[src/hw/rtl/nsps_pkg.sv]
`timescale 1ns / 1ps
`default_nettype none
// ----------------------------------------------------------------------------
// nsps_pkg
// Shared widths, command and register codes, the cordic angle table and the
// cordic request struct.
// ----------------------------------------------------------------------------
package nsps_pkg;

  // coordinate width of every point field
  localparam int COORD_BITS = 32;

  // input commands
  localparam logic [1:0] CMD_CLEAR = 2'd0;
  localparam logic [1:0] CMD_LOAD  = 2'd1;
  localparam logic [1:0] CMD_QUERY = 2'd2;

  // configuration register indexes
  localparam logic [2:0] REG_RADIUS  = 3'd0;
  localparam logic [2:0] REG_USE_MAP = 3'd1;
  localparam logic [2:0] REG_OFFSET  = 3'd2;
  localparam logic [2:0] REG_FLATTEN = 3'd3;
  localparam logic [2:0] REG_GROUND  = 3'd4;

  // cordic datapath
  localparam int CORDIC_STEPS = 30;
  localparam int STEP_W       = 5;
  localparam int XW           = 44;  // x, y of the cordic
  localparam int ZW           = 34;  // angle accumulator

  // shared multiplier
  localparam int MW = 35;            // signed operand width
  localparam int PW = 71;            // signed product width

  typedef struct packed {
    logic start;
    logic vec;                       // 1 vectoring, 0 rotation
  } cordic_req_t;

  // atan(2^-i) with 2^31 = pi
  function automatic logic [31:0] atan_val(input logic [STEP_W-1:0] i);
    logic [31:0] v;
    case (i)
      5'd0:  v = 32'd536870912;
      5'd1:  v = 32'd316933406;
      5'd2:  v = 32'd167458907;
      5'd3:  v = 32'd85004756;
      5'd4:  v = 32'd42667331;
      5'd5:  v = 32'd21354465;
      5'd6:  v = 32'd10679838;
      5'd7:  v = 32'd5340245;
      5'd8:  v = 32'd2670163;
      5'd9:  v = 32'd1335087;
      5'd10: v = 32'd667544;
      5'd11: v = 32'd333772;
      5'd12: v = 32'd166886;
      5'd13: v = 32'd83443;
      5'd14: v = 32'd41722;
      5'd15: v = 32'd20861;
      5'd16: v = 32'd10430;
      5'd17: v = 32'd5215;
      5'd18: v = 32'd2608;
      5'd19: v = 32'd1304;
      5'd20: v = 32'd652;
      5'd21: v = 32'd326;
      5'd22: v = 32'd163;
      5'd23: v = 32'd81;
      5'd24: v = 32'd41;
      5'd25: v = 32'd20;
      5'd26: v = 32'd10;
      5'd27: v = 32'd5;
      5'd28: v = 32'd3;
      5'd29: v = 32'd1;
      default: v = 32'd0;
    endcase
    return v;
  endfunction

endpackage
`default_nettype wire

[src/hw/rtl/nsps_mul.sv]
`timescale 1ns / 1ps
`default_nettype none
// ----------------------------------------------------------------------------
// nsps_mul
// Iterative signed multiplier, eight bits of the second operand per cycle.
// ----------------------------------------------------------------------------
module nsps_mul
  import nsps_pkg::*;
(
  input  wire logic                 clk,
  input  wire logic                 rst_n,
  input  wire logic                 start,
  input  wire logic signed [MW-1:0] a,
  input  wire logic signed [MW-1:0] b,
  output logic                      done,
  output logic signed [PW-1:0]      p
);

  localparam int DIG_W = 8;
  localparam int DIG_N = (MW + DIG_W - 1) / DIG_W;
  localparam int MBW   = DIG_N * DIG_W;
  localparam int AW2   = 2 * MW;

  typedef enum logic [1:0] {M_IDLE, M_RUN, M_FIX} mstate_t;

  mstate_t              state_r;
  logic [2:0]           cnt_r;
  logic [MW-1:0]        ma_r;
  logic [MBW-1:0]       mb_r;
  logic                 neg_r;
  logic [AW2-1:0]       acc_r;
  logic [AW2-1:0]       acc_nxt;
  logic [MW+DIG_W-1:0]  pp;
  logic                 done_r;
  logic signed [PW-1:0] p_r;
  logic [MW-1:0]        abs_a;
  logic [MW-1:0]        abs_b;

  always_comb begin
    abs_a   = a[MW-1] ? MW'(-a) : MW'(a);
    abs_b   = b[MW-1] ? MW'(-b) : MW'(b);
    pp      = ma_r * mb_r[MBW-1 -: DIG_W];
    acc_nxt = (acc_r << DIG_W) + AW2'(pp);
  end

  always_ff @(posedge clk) begin
    if (!rst_n) begin
      state_r <= M_IDLE;
      done_r  <= 1'b0;
    end else begin
      done_r <= 1'b0;
      case (state_r)
        M_IDLE: begin
          if (start) begin
            ma_r    <= abs_a;
            mb_r    <= MBW'(abs_b);
            neg_r   <= a[MW-1] ^ b[MW-1];
            acc_r   <= '0;
            cnt_r   <= '0;
            state_r <= M_RUN;
          end
        end
        M_RUN: begin
          acc_r <= acc_nxt;
          mb_r  <= mb_r << DIG_W;
          cnt_r <= cnt_r + 3'd1;
          if (cnt_r == 3'(DIG_N - 1)) begin
            state_r <= M_FIX;
          end
        end
        M_FIX: begin
          p_r     <= neg_r ? -$signed({1'b0, acc_r}) : $signed({1'b0, acc_r});
          done_r  <= 1'b1;
          state_r <= M_IDLE;
        end
        default: state_r <= M_IDLE;
      endcase
    end
  end

  assign done = done_r;
  assign p    = p_r;

endmodule
`default_nettype wire

[config.mk]
export PLATFORM = sky130hd
export DESIGN_NAME = nsps_mul
export DESIGN_NICKNAME = d
export VERILOG_FILES = /design/src/hw/rtl/nsps_pkg.sv /design/src/hw/rtl/nsps_mul.sv
export SDC_FILE = /design/constraint.sdc
export NUM_CORES = 1
export LEC_CHECK = 0
export BUFFER_PORTS_ARGS = -buffer_cell sky130_fd_sc_hd__buf_2
export CAP_MARGIN = 20
export CORE_UTILIZATION = 49
export DETAILED_ROUTE_END_ITERATION = 10
export PLACE_DENSITY = 0.67
export SLEW_MARGIN = 10
export SYNTH_ARGS = -nofsm -noshare
export SYNTH_HDL_FRONTEND = slang
export SYNTH_SLANG_ARGS = --single-unit
[constraint.sdc]
create_clock -name clk -period 12 [get_ports clk]
set_clock_uncertainty 0.15 [all_clocks]
set_input_delay 0.6 -clock clk [delete_from_list [all_inputs] [get_ports clk]]
set_output_delay 0.6 -clock clk [all_outputs]
set_load 0.02 [all_outputs]
# After elaboration in Yosys (flattened, before gate mapping)
# Index checks and enable logic that the tools add are counted.
# word_totals
register_bits,223
latch_bits,0
ram_bits,0
romBits,0
input_bits,73
output_inout_bits,72
wordCells,41
n_memories,0
# classes
n_addsub,5
mul,1
n_div,0
magnitude_cmp,0
eq_ne,5
shift,0
muxes,13
n_bitwise,1
n_reduce_logical,6
# ops
operator,count
two-way mux 70 bit,2
one-hot mux 70 bit (2 select lines),1
one-hot mux 40 bit (2 select lines),1
negation 70 -> 71 bit,1
adder 70 x 43 -> 70 bit,1
negation 35 bit,2
multiplier 35 x 8 -> 43 bit,1
two-way mux 40 bit,1
two-way mux 35 bit,1
two-way mux 34 bit,1
one-hot mux 3 bit (2 select lines),1
AND reduction 3 bit,2
two-way mux 2 bit,2
!= test 2 bit (second input constant),2
one-hot mux 2 bit (2 select lines),1
AND reduction 2 bit,2
adder 3 x 1 -> 3 bit (second input constant),1
equality test 3 bit (second input constant),1
two-way mux 3 bit,1
equality test 2 x 1 -> 1 bit (second input constant),1
equality test 2 bit (second input constant),1
zero test 2 bit,1
nonzero test 2 bit,1
two-way mux 1 bit,1
XOR 1 bit,1

# Depth between registers and ports, before layout
# Gate-level depths: netlist (run 1).
# logic_depth
ltp_word,4
ltp_mapped,22
mapped_depth_nobuf,19

# Least setup slack after synthesis (run 1)
# OpenSTA, ideal clock, no wires.
# synth_path
path_type,input to register
from,in rst_n
to,reg acc_r[0] (enable)
setup_time_ns,0.724
t_arrival_ns,8.348
t_required_ns,11.126
slack_ns,2.778
cell_stages,2
path_buffers,0
path_cell_list,inv_1 nor3_1
# synth_between
elab_chain_cells,1
# synth_rtl
item,line,text
"start, declared",nsps_mul.sv:11,"input wire logic rst_n,"
AND reduction 3 bit (no source line),--,
"end signal, assigned",nsps_mul.sv:64,acc_r <= acc_nxt;
"end, declared",nsps_mul.sv:31,logic [AW2-1:0] acc_r;
# No other way between the ends.
# A chain may end at the register's enable or synchronous reset.

# Worst setup path after layout (run 1)
# layout_path
from,reg mb_r[39]
to,reg acc_r[67] (data pin)
# layout_between
elab_chain_cells,3
# layout_rtl
item,line,text
"start, declared",nsps_mul.sv:29,logic [MBW-1:0] mb_r;
"start signal, assigned",nsps_mul.sv:56,mb_r <= MBW'(abs_b);
"start signal, assigned",nsps_mul.sv:65,mb_r <= mb_r << DIG_W;
multiplier 35 x 8 -> 43 bit,nsps_mul.sv:42,pp = ma_r * mb_r[MBW-1 -: DIG_W];
adder 70 x 43 -> 70 bit,nsps_mul.sv:43,acc_nxt = (acc_r << DIG_W) + AW2'(pp);
one-hot mux 70 bit (2 select lines),nsps_mul.sv:52,case (state_r)
# No other way between the ends.

==> reports/qor_table.md, run 1 <==
| Item | Value |
| --- | --- |
| Initial detailed-routing violation count | 1125 |
| Clock sink count | 223 |
| Crit-path max FO | 35 |
| Gr ovfl total | 0 |
| Unrepaired setup endpoints after global routing | false |
| Transition time at the pin with the least slew margin | 1.13 ns |
| Die width | 208 um |
| Post-CTS sizing | 0 |
| Final min period | 6.85 ns |
| Insertion delay to the later sink of the worst-skew pair | 0.58 ns |
| Worst vdd rail ir drop | 0.000216 V |
| Net count reported at finish | 2577 |
| GR Util All Layers | 23.2% |
| Count of maximum capacitance violations | 0 |
| Hold_sp | a[0] |
| Post-route DRC | 0 |
| Top cell type by total area after synthesis | sky130_fd_sc_hd__edfxtp_1 |
| Worst-case headroom to the max-slew limit | 24.5% |
| First-pass GRT wire length | 80600 um |
| Finished Core Util | 54.9% |
| Critical Path RT | 12.12 ns |
| Power per unit of standard cell area | 285 nW/um^2 |
| Clock tree root buffer cell | sky130_fd_sc_hd__clkbuf_16 |
| Summed area of non-filler cells in the final layout | 23000 um^2 |
| Count of yosys warnings during synthesis | 0 |
| Fraction of final layout cells with drive strength greater than 1 | 10.2% |
| Static Leakage | 9.74 nW |
| Synth Net Count | 2482 |
| CTS tree | yes |
| Vias/cell | 5.49 |
| Post-route fraction of the period consumed by the critical path | 57.1% |
| Instance area at placement | 22000 um^2 |
| Number of failing setup endpoints in the final timing report | 0 |
| Ports | 145 |
| H-tree depth | 1 |
| Post-synth top area share | 31.6% |
| Final-report max-slew violation count | 0 |
| Cell with the largest stage delay on the worst path | sky130_fd_sc_hd__edfxtp_1 |
| Max clock buf depth | 3 |
| Worst setup path category | reg2reg |
| Min-delay worst type | in2reg |
| Std-Cell Rows | 75 |
| Final weighted congestion of routability-driven global placement | 0.940 |
| Total standard cell area after synthesis | 20900 um^2 |
| Synth area leaders | sky130_fd_sc_hd__edfxtp_1 (32%), sky130_fd_sc_hd__fa_1 (22%), sky130_fd_sc_hd__and2_1 (5.9%) |
| Status | complete, no violations |
| Pin count of the biggest net entering global routing | 81 |
| Nature of the critical path endpoint | register |
| Number of non-filler instances in the completed layout | 2754 |
| Pre-CTS worst setup slack | 5.17 ns |
| Via count | 15133 |
| Commonest cells after routing, fill and taps aside | sky130_fd_sc_hd__inv_1 (311), sky130_fd_sc_hd__fa_1 (232), sky130_fd_sc_hd__edfxtp_1 (220), sky130_fd_sc_hd__nand2_1 (200), sky130_fd_sc_hd__and2_1 (197) |
| Final setup TNS | 0 ns |
| Setup crit start kind | register |
| Y dimension of the die | 208 um |
| FF-to-FF Start | mb_r[39] |
| Antenna viol nets, final | 0 |
| Cell depth of the worst min-delay path | 1 |
| Cells along the critical path | nand2_1 -> fa_1 -> fa_1 -> inv_1 -> fa_1 -> inv_1 -> fa_1 -> inv_1 -> ha_1 -> nand3_1 -> nor2_1 -> a211oi_1 -> o22ai_1 -> nor2_1 -> o41ai_1 -> buf_4 -> a31oi_1 -> or4_1 -> a21oi_1 |
| Starting utilization of the core area | 49.8% |
| Post-cts hold buffer count | 0 |
| Core Region | 41900 um^2 |
| Reg2reg path depth | 19 |
| Number of antenna violations at the first check in global routing | 0 |
| Most used flip-flop cell after synthesis | sky130_fd_sc_hd__edfxtp_1 |
| Number of gates on the worst path with buffers counted | 19 |
| Number of synthesized flops with an enable pin | 220 |
| Final setup slack of the worst path | 5.15 ns |
| End of the worst hold path | ma_r[0] |
| Number of buffers created by CTS | 27 |
| Crit path largest cell delay | 1.09 ns |
| Post-placement cell count | 2701 |
| Number of port buffers | 144 |
| Hpwl dp | 38300 um |
| Clock slew at reported path FFs | 0.06 ns |
| Highest clock frequency the design can meet | 0.146 GHz |
| Share of async-settable or async-resettable flops after synthesis | 0% |
| Via count of the first global-routing pass | 15262 |
| Post-CTS Setup Inserts | 0 |
| Count of unique library cells instantiated by Yosys | 56 |
| Post-Synthesis Mean Instance Area | 9.94 um^2 |
| Total die area | 43400 um^2 |
| Endpoint of the worst register-to-register path | acc_r[67] |
| Final-report hold violation count | 0 |
| Portion of the post-synthesis area used by sequential elements | 31.9% |
| CP bufs+invs | 4 |
| Post-DR wirelength/cell | 17.9 um |
| Count of mapped cells out of synthesis | 2101 |
| Worst path arrival time | 6.97 ns |
| First drt pass iteration count | 5 |
| CP dominant cell by count | sky130_fd_sc_hd__fa_1 |
| Area added between synthesis and finish | 10.2% |
| Number of antenna repair diodes | 0 |
| Most common cell after layout, fill and taps aside | sky130_fd_sc_hd__inv_1 |
| Number of synthesized register bits | 223 |
| Flop-to-flop setup slack | 5.15 ns |
| Category of cells accounting for the largest share of critical-path delay | adder cells |
| Total wire length | 49400 um |
-- report_power, final --
part	switching [W]	total [W]	internal [W]
clock network	0.000347	0.000786	0.000438
logic	0.00278	0.00457	0.00180
registers	0.000152	0.00120	0.00105
total	0.00328	0.00656	0.00329
-- Yosys cell counts (all sizes together), types with 3 or more instances --
cell type	instances
and3	7
and2	197
or2	8
nand4	15
o41ai	19
xor2	64
clkbuf	90
dfxtp	3
buf	3
inv	311
ha	76
nand3	17
a31oi	6
or4	36
xnor2	115
o21ai	110
nor3b	6
nor3	19
nand2b	11
edfxtp	220
a311oi	3
a211oi	7
o21a	15
fa	232
nor4	15
o31ai	38
nand2	200
a21oi	62
or3	23
nor2b	9
o2111ai	5
o22ai	3
a21o	23
nor2	95
and4	3
o211ai	8
o21bai	10
-- logic make-up after synthesis --
family / count (synthesis) / synth area share, %
adders and majority gates: 308 / 26.8
muxes: 2 / 0.0959
DFF: 223 / 31.9
xor gates and xnor gates: 179 / 7.51
buffers and inverters: 405 / 7.29
AOI/OAI and AO/OA: 317 / 9.53
and+or+nand+nor: 667 / 16.9
-- state kept, by name, summed over array words and instances, names as in the netlist --
register and cells:
mb_r 40, state_r 2, neg_r 1, acc_r 70
done 1, cnt_r 3, ma_r 35, p 71
-- worst max-delay path by stage --
stage / start / slack [ns] / end
finish: mb_r[39] / 5.15 / acc_r[67]
global route: mb_r[39] / 4.72 / acc_r[67]
CTS: mb_r[35] / 5.14 / acc_r[67]
detailed placement: mb_r[38] / 5.17 / acc_r[67]
global placement: mb_r[33] / 5.15 / acc_r[67]
floorplan: rst_n / 2.78 / acc_r[0]
-- per-stage QoR --
| stage | total power, W | hold WS (ns) |
|---|---|---|
| 3_3_place_gp | 0.00568 | 0.359 |
| 4_1_cts | 0.00654 | 0.0889 |
| 6_report | 0.00656 | 0.116 |
| 5_1_grt | 0.00717 | 0.108 |
| 2_1_floorplan | 0.00458 | 0.291 |
| 3_5_place_dp | 0.00573 | 0.353 |
-- per-layer routing --
| metal | vias up | wire [um] | global-route usage (%) |
|---|---|---|---|
| li1 | 7122 | - | - |
| met1 | 7501 | 22700 | 33.6 |
| met2 | 448 | 23100 | 37.6 |
| met3 | 62 | 2730 | 2.28 |
| met4 | 0 | 924 | 5.47 |
| met5 | - | 0 | 0 |
-- area by class of cell --
cell class	instances	area, um^2
Clock buffer	30	687
Clock inverter	18	148
Fill cell	3727	18900
Inverter	312	1170
Multi-Input combinational cell	1473	12700
Sequential cell	223	6670
Tap cell	539	674
Timing Repair Buffer	159	953
Note: power is estimated with default switching activity, not from simulation.
==> run 2, diff against run 1 <==
--- a/config.mk
+++ b/config.mk
@@ -9,7 +9,7 @@
 export CAP_MARGIN = 20
 export CORE_UTILIZATION = 49
 export DETAILED_ROUTE_END_ITERATION = 10
-export PLACE_DENSITY = 0.67
+export PLACE_DENSITY = 0.69
 export SLEW_MARGIN = 10
 export SYNTH_ARGS = -nofsm -noshare
 export SYNTH_HDL_FRONTEND = slang
==> constraint.sdc (replaced) <==
create_clock -name clk -period 6 [get_ports clk]
set_clock_uncertainty 0.15 [all_clocks]
set_input_delay 0.3 -clock clk [delete_from_list [all_inputs] [get_ports clk]]
set_output_delay 0.3 -clock clk [all_outputs]
set_load 0.02 [all_outputs]
==> run 2 against run 1 <==
Net effect: final cell count rose by 5.5%; largest cell class unchanged; worst setup slack got worse by 5.0 ns; register-to-register slack worse by 5.0 ns.
==> reports/qor_table.md, run 2 (synthesis results as in run 1) <==
| Item | Value |
| --- | --- |
| First drt pass iteration count | 5 |
| Number of antenna violations at the first check in global routing | 1 |
| FF-to-FF Start | mb_r[39] |
| Final-report max-slew violation count | 0 |
| Via count of the first global-routing pass | 16000 |
| Core Region | 41900 um^2 |
| Status | complete, no violations |
| H-tree depth | 1 |
| Via count | 15726 |
| Cells along the critical path | buf_12 -> buf_4 -> buf_4 -> and2_1 -> fa_1 -> inv_1 -> fa_1 -> fa_1 -> fa_1 -> inv_1 -> ha_1 -> nand2_1 -> o21ai_0 -> a31oi_1 -> o21ai_0 -> a211oi_1 -> nor3b_1 -> a31oi_4 -> buf_4 -> o21a_1 -> o21a_1 |
| CP dominant cell by count | sky130_fd_sc_hd__fa_1 |
| Std-Cell Rows | 75 |
| Ports | 145 |
| Number of buffers created by CTS | 26 |
| Max clock buf depth | 3 |
| Total wire length | 50800 um |
| Final-report hold violation count | 0 |
| Worst path arrival time | 6.00 ns |
| Most common cell after layout, fill and taps aside | sky130_fd_sc_hd__inv_1 |
| Clock sink count | 223 |
| Crit-path max FO | 16 |
| Area added between synthesis and finish | 16.9% |
| Critical Path RT | 6.19 ns |
| Starting utilization of the core area | 49.8% |
| Total die area | 43400 um^2 |
| Final weighted congestion of routability-driven global placement | 0.928 |
| GR Util All Layers | 23.8% |
| Insertion delay to the later sink of the worst-skew pair | 0.59 ns |
| Nature of the critical path endpoint | register |
| Clock slew at reported path FFs | 0.06 ns |
| Final setup TNS | 0 ns |
| Net count reported at finish | 2727 |
| Crit path largest cell delay | 0.56 ns |
| Worst vdd rail ir drop | 0.000522 V |
| Hpwl dp | 39800 um |
| Endpoint of the worst register-to-register path | acc_r[59] |
| Power per unit of standard cell area | 605 nW/um^2 |
| Vias/cell | 5.41 |
| Worst setup path category | reg2reg |
| Max reg flops | 71 |
| Static Leakage | 10.4 nW |
| Highest clock frequency the design can meet | 0.172 GHz |
| Setup crit start kind | register |
| Y dimension of the die | 208 um |
| Number of filler instances in the final layout | 3563 |
| Post-DR wirelength/cell | 17.5 um |
| Flop-to-flop setup slack | 0.18 ns |
| Number of failing setup endpoints in the final timing report | 0 |
| Worst-case headroom to the max-slew limit | 34.3% |
| Number of port buffers | 144 |
| CTS tree | yes |
| Commonest cells after routing, fill and taps aside | sky130_fd_sc_hd__inv_1 (311), sky130_fd_sc_hd__fa_1 (232), sky130_fd_sc_hd__edfxtp_1 (220), sky130_fd_sc_hd__nand2_1 (200), sky130_fd_sc_hd__and2_1 (197) |
| Antenna viol nets, final | 0 |
| Transition time at the pin with the least slew margin | 0.985 ns |
| Finished Core Util | 58.2% |
| Hold slack | 0.0151 ns |
| Die width | 208 um |
| Hold_sp | b[31] |
| End of the worst hold path | mb_r[31] |
| Clock tree root buffer cell | sky130_fd_sc_hd__clkbuf_16 |
| Fraction of final layout cells with drive strength greater than 1 | 14.3% |
| Gr ovfl total | 0 |
| Cell with the largest stage delay on the worst path | sky130_fd_sc_hd__fa_1 |
| Post-route fraction of the period consumed by the critical path | 96.9% |
| Number of antenna repair diodes | 0 |
| Cell depth of the worst min-delay path | 3 |
| Count of maximum capacitance violations | 0 |
| Post-route DRC | 0 |
| Initial detailed-routing violation count | 1136 |
| Final min period | 5.82 ns |
| Reg2reg path depth | 21 |
| Post-layout total power | 0.0148 W |
| Min-delay worst type | in2reg |
| First-pass GRT wire length | 82800 um |
| Pin count of the biggest net entering global routing | 67 |
[run 2: critical path: cells and delay by family (launching register included)]
| kind | cells | cell delay (ns) |
|---|---|---|
| buffers and inverters | 6 | 0.79 |
| flip-flops | 1 | 0.43 |
| AO/OA/AOI/OAI | 7 | 1.11 |
| AND/OR/NAND/NOR | 3 | 0.64 |
| adder cells (fa/ha/maj) | 5 | 2.40 |
[run 2: per-layer routing]
metal | vias up | global-route usage [%] | wire length [um]
met5 | - | 0 | 13
met4 | 2 | 4.44 | 741
met3 | 64 | 3.40 | 3390
met2 | 496 | 39.3 | 23800
met1 | 7742 | 33.6 | 22800
li1 | 7422 | - | -
[run 2: repair_timing]
item	in CTS	in global routing
hold endpoints to repair	56	0
setup endpoints to repair	13	23
hold buffers	55	0
gates resized for setup	1	24
setup buffers	2	4
pin swaps	0	11
gates cloned	0	1
[run 2: final cells by class]
type / instances / area (um^2) / share of cell area, %
clock buffer: 27 / 654 / 2.68
inverter: 312 / 1170 / 4.80
timing repair buffer: 309 / 2180 / 8.91
multi-input combinational: 1474 / 12900 / 52.7
tap: 539 / 674 / 2.76
clock inverter: 21 / 218 / 0.892
sequential: 223 / 6670 / 27.3
[run 2: power by group]
part / leakage, nW / total, W / internal, W / switching [W]
Clock: 0.413 / 0.00161 / 0.000929 / 0.000681
Combinational: 7.90 / 0.0108 / 0.00484 / 0.00598
Sequential: 2.10 / 0.00236 / 0.00210 / 0.000255
Total: 10.4 / 0.0148 / 0.00787 / 0.00692
[run 2: worst max-delay path by stage]
stage	slack (ns)	start	depth (start not counted)	end
after CTS	0.04	mb_r[39]	20	acc_r[55]
final	0.18	mb_r[39]	21	acc_r[59]
after global placement	-0.02	mb_r[39]	17	acc_r[68]
after global routing	-0.06	mb_r[39]	22	acc_r[59]
after detailed placement	-0.15	mb_r[39]	17	acc_r[66]
after floorplan	0.09	mb_r[33]	21	acc_r[67]
[run 2: per-stage QoR]
stage | instance area, um^2 | std cells | worst slack, ns
after floorplan | 20900 | 2101 | 0.0947
after global placement | 22800 | 2795 | -0.0163
after detailed placement | 22800 | 2795 | -0.154
after CTS | 24300 | 2900 | 0.0405
after global routing | 24400 | 2905 | -0.0625
final | 24400 | 2905 | 0.185
==> run 3, diff against run 2 <==
--- a/config.mk
+++ b/config.mk
@@ -9,6 +9,7 @@
 export CAP_MARGIN = 20
 export CORE_UTILIZATION = 49
 export DETAILED_ROUTE_END_ITERATION = 10
+export HOLD_SLACK_MARGIN = 0.12
 export PLACE_DENSITY = 0.69
 export SLEW_MARGIN = 10
 export SYNTH_ARGS = -nofsm -noshare
==> run 3 against run 2 <==
Net effect: critical endpoint unchanged; sequential share of layout area fell by 0.35 points; final cell count rose by 1.1%; die area did not move; hold slack improved by 0.21 ns; first-iteration DRC count rose by 8.2%; total power barely moved; maximum frequency barely moved; worst setup slack got worse by 0.0013 ns; utilization rose by 0.76 points; highest routed layer unchanged.
==> reports/qor_table.md, run 3 (synthesis results as in run 1) <==
| Item | Value |
| --- | --- |
| Worst-case headroom to the max-slew limit | 35.3% |
| Hpwl dp | 39800 um |
| Cells along the critical path | buf_12 -> buf_4 -> buf_4 -> and2_1 -> fa_1 -> inv_1 -> fa_1 -> fa_1 -> fa_1 -> inv_1 -> ha_1 -> nand2_1 -> o21ai_0 -> a31oi_1 -> o21ai_0 -> a211oi_1 -> nor3b_1 -> a31oi_4 -> buf_4 -> o21a_1 -> o21a_1 |
| Capturing instance or port of the critical path | acc_r[59] |
| Final-report hold violation count | 0 |
| Final-report max-slew violation count | 0 |
| Gr ovfl total | 0 |
| Y dimension of the die | 208 um |
| Post-route fraction of the period consumed by the critical path | 96.9% |
| CTS tree | yes |
| GR Util All Layers | 24.2% |
| Std-Cell Rows | 75 |
| Vias/cell | 5.43 |
| Min-delay worst type | in2reg |
| Met2 Track Usage GR | 40.1% |
| Reg2reg path depth | 21 |
| Die width | 208 um |
| Summed area of non-filler cells in the final layout | 24700 um^2 |
| Number of failing setup endpoints in the final timing report | 0 |
| Global routing's busiest layer | met2 |
| Area added between synthesis and finish | 18.5% |
| Via count of the first global-routing pass | 16205 |
| Number of filler instances in the final layout | 3513 |
| GR Util met3 | 3.46% |
| Nature of the critical path endpoint | register |
| CP bufs+invs | 6 |
| Antenna viol nets, final | 0 |
| Flop-to-flop setup slack | 0.18 ns |
| Starting utilization of the core area | 49.8% |
| Max clock buf depth | 3 |
| Number of antenna repair diodes | 0 |
| Number of antenna violations at the first check in global routing | 1 |
| Launching element of the worst setup path | mb_r[39] |
| Worst setup path category | reg2reg |
| Number of port buffers | 144 |
| Worst path arrival time | 6.00 ns |
| Total die area | 43400 um^2 |
| Endpoint of the worst register-to-register path | acc_r[59] |
| Category of cells accounting for the largest share of critical-path delay | adder cells |
| Final setup TNS | 0 ns |
| First-pass GRT wire length | 84100 um |
| Post-placement cell count | 2795 |
| Number of gates on the worst path with buffers counted | 21 |
| Clock sink count | 223 |
| H-tree depth | 1 |
| FF-to-FF Start | mb_r[39] |
| Static Leakage | 10.5 nW |
| Register Area | 6670 um^2 |
| Final setup slack of the worst path | 0.183 ns |
| Most common cell after layout, fill and taps aside | sky130_fd_sc_hd__inv_1 |
| Hold slack | 0.229 ns |
| Clock slew at reported path FFs | 0.06 ns |
| Crit path largest cell delay | 0.56 ns |
| Highest clock frequency the design can meet | 0.172 GHz |
| Crit-path max FO | 16 |
| Net count reported at finish | 2759 |
| Transition time at the pin with the least slew margin | 0.971 ns |
| Count of maximum capacitance violations | 0 |
| Core Region | 41900 um^2 |
| Worst vdd rail ir drop | 0.000520 V |
| Status | complete, no violations |
| Total wire length | 51600 um |
| Final min period | 5.82 ns |
| Power per unit of standard cell area | 598 nW/um^2 |
| Commonest cells after routing, fill and taps aside | sky130_fd_sc_hd__inv_1 (311), sky130_fd_sc_hd__fa_1 (232), sky130_fd_sc_hd__edfxtp_1 (220), sky130_fd_sc_hd__nand2_1 (200), sky130_fd_sc_hd__and2_1 (197) |
| Number of buffers created by CTS | 26 |
| Pre-CTS worst setup slack | -0.154 ns |
| Area occupied by multi-input gates | 12900 um^2 |
| Initial detailed-routing violation count | 1229 |
| Post-route DRC | 0 |
| Clock tree root buffer cell | sky130_fd_sc_hd__clkbuf_16 |
| Fraction of final layout cells with drive strength greater than 1 | 14.1% |
| Final weighted congestion of routability-driven global placement | 0.928 |
| Number of non-filler instances in the completed layout | 2937 |
| CP dominant cell by count | sky130_fd_sc_hd__fa_1 |
| Cell with the largest stage delay on the worst path | sky130_fd_sc_hd__fa_1 |
| Ports | 145 |
| Critical Path RT | 6.18 ns |
| Pin count of the biggest net entering global routing | 67 |
| Instance area at placement | 22800 um^2 |
| GR Util met1 | 33.9% |
| Setup crit start kind | register |
| First drt pass iteration count | 5 |
| Insertion delay to the later sink of the worst-skew pair | 0.58 ns |
| Max reg flops | 71 |
| Post-DR wirelength/cell | 17.6 um |
| Via count | 15939 |
run 3: cell types whose count changed in the layout (fill, tap and decap cells not counted), sizes merged:
cell and delta:
dlygate4sd3 +32
run 3: worst reg2reg max path: stages, from the launching register on:
cell and delay (ns):
sky130_fd_sc_hd__edfxtp_1 0.44, sky130_fd_sc_hd__buf_12 0.17, sky130_fd_sc_hd__buf_4 0.20, sky130_fd_sc_hd__buf_4 0.17
sky130_fd_sc_hd__and2_1 0.17, sky130_fd_sc_hd__fa_1 0.53, sky130_fd_sc_hd__inv_1 0.05, sky130_fd_sc_hd__fa_1 0.50
sky130_fd_sc_hd__fa_1 0.53, sky130_fd_sc_hd__fa_1 0.56, sky130_fd_sc_hd__inv_1 0.05, sky130_fd_sc_hd__ha_1 0.28
sky130_fd_sc_hd__nand2_1 0.06, sky130_fd_sc_hd__o21ai_0 0.21, sky130_fd_sc_hd__a31oi_1 0.13, sky130_fd_sc_hd__o21ai_0 0.24
sky130_fd_sc_hd__a211oi_1 0.13, sky130_fd_sc_hd__nor3b_1 0.40, sky130_fd_sc_hd__a31oi_4 0.08, sky130_fd_sc_hd__buf_4 0.18
sky130_fd_sc_hd__o21a_1 0.16, sky130_fd_sc_hd__o21a_1 0.17
run 3: per-stage QoR:
stage          util, %  power (W)
6_report          59.0     0.0148
5_1_grt           59.0     0.0161
4_1_cts           58.6     0.0145
3_5_place_dp      54.4     0.0128
3_3_place_gp      54.4     0.0127
2_1_floorplan        -    0.00916
run 3: how the worst min path moves through the flow:
stage	from	endpoint	slack (ns)	cells after the start
after CTS	b[34]	neg_r	0.18	2
after global placement	acc_r[0]	p[0]	0.33	0
after detailed placement	acc_r[0]	p[0]	0.33	0
after global routing	b[34]	neg_r	0.25	2
final	b[34]	neg_r	0.23	2
after floorplan	a[0]	ma_r[0]	0.25	0
run 3: area by class of cell:
cell class | count | area share [%]
multi-input cells | 1474 | 52.0
flip-flops and latches | 223 | 27.0
repair buffers | 341 | 10.1
inverters | 312 | 4.73
well taps | 539 | 2.73
clock buffers | 27 | 2.65
clock inverters | 21 | 0.880
run 3: report_power, final:
group	internal [W]	total [W]	switching, W
Clock	0.000929	0.00161	0.000680
Combinational	0.00485	0.0108	0.00597
Sequential	0.00210	0.00236	0.000255
run 3: layer usage:
metal	vias to the layer above	wire length (um)
met1	7862	23000
met5	-	13
met3	71	3450
li1	7480	-
met2	524	24400
met4	2	792
run 3: what timing repair did:
item	in CTS	in global routing
gates resized for setup	1	24
endpoints found under the hold margin	73	0
cloned	0	1
endpoints found under the setup margin	13	23
pin swaps	0	11
hold buffers	87	0
setup buffers	2	4
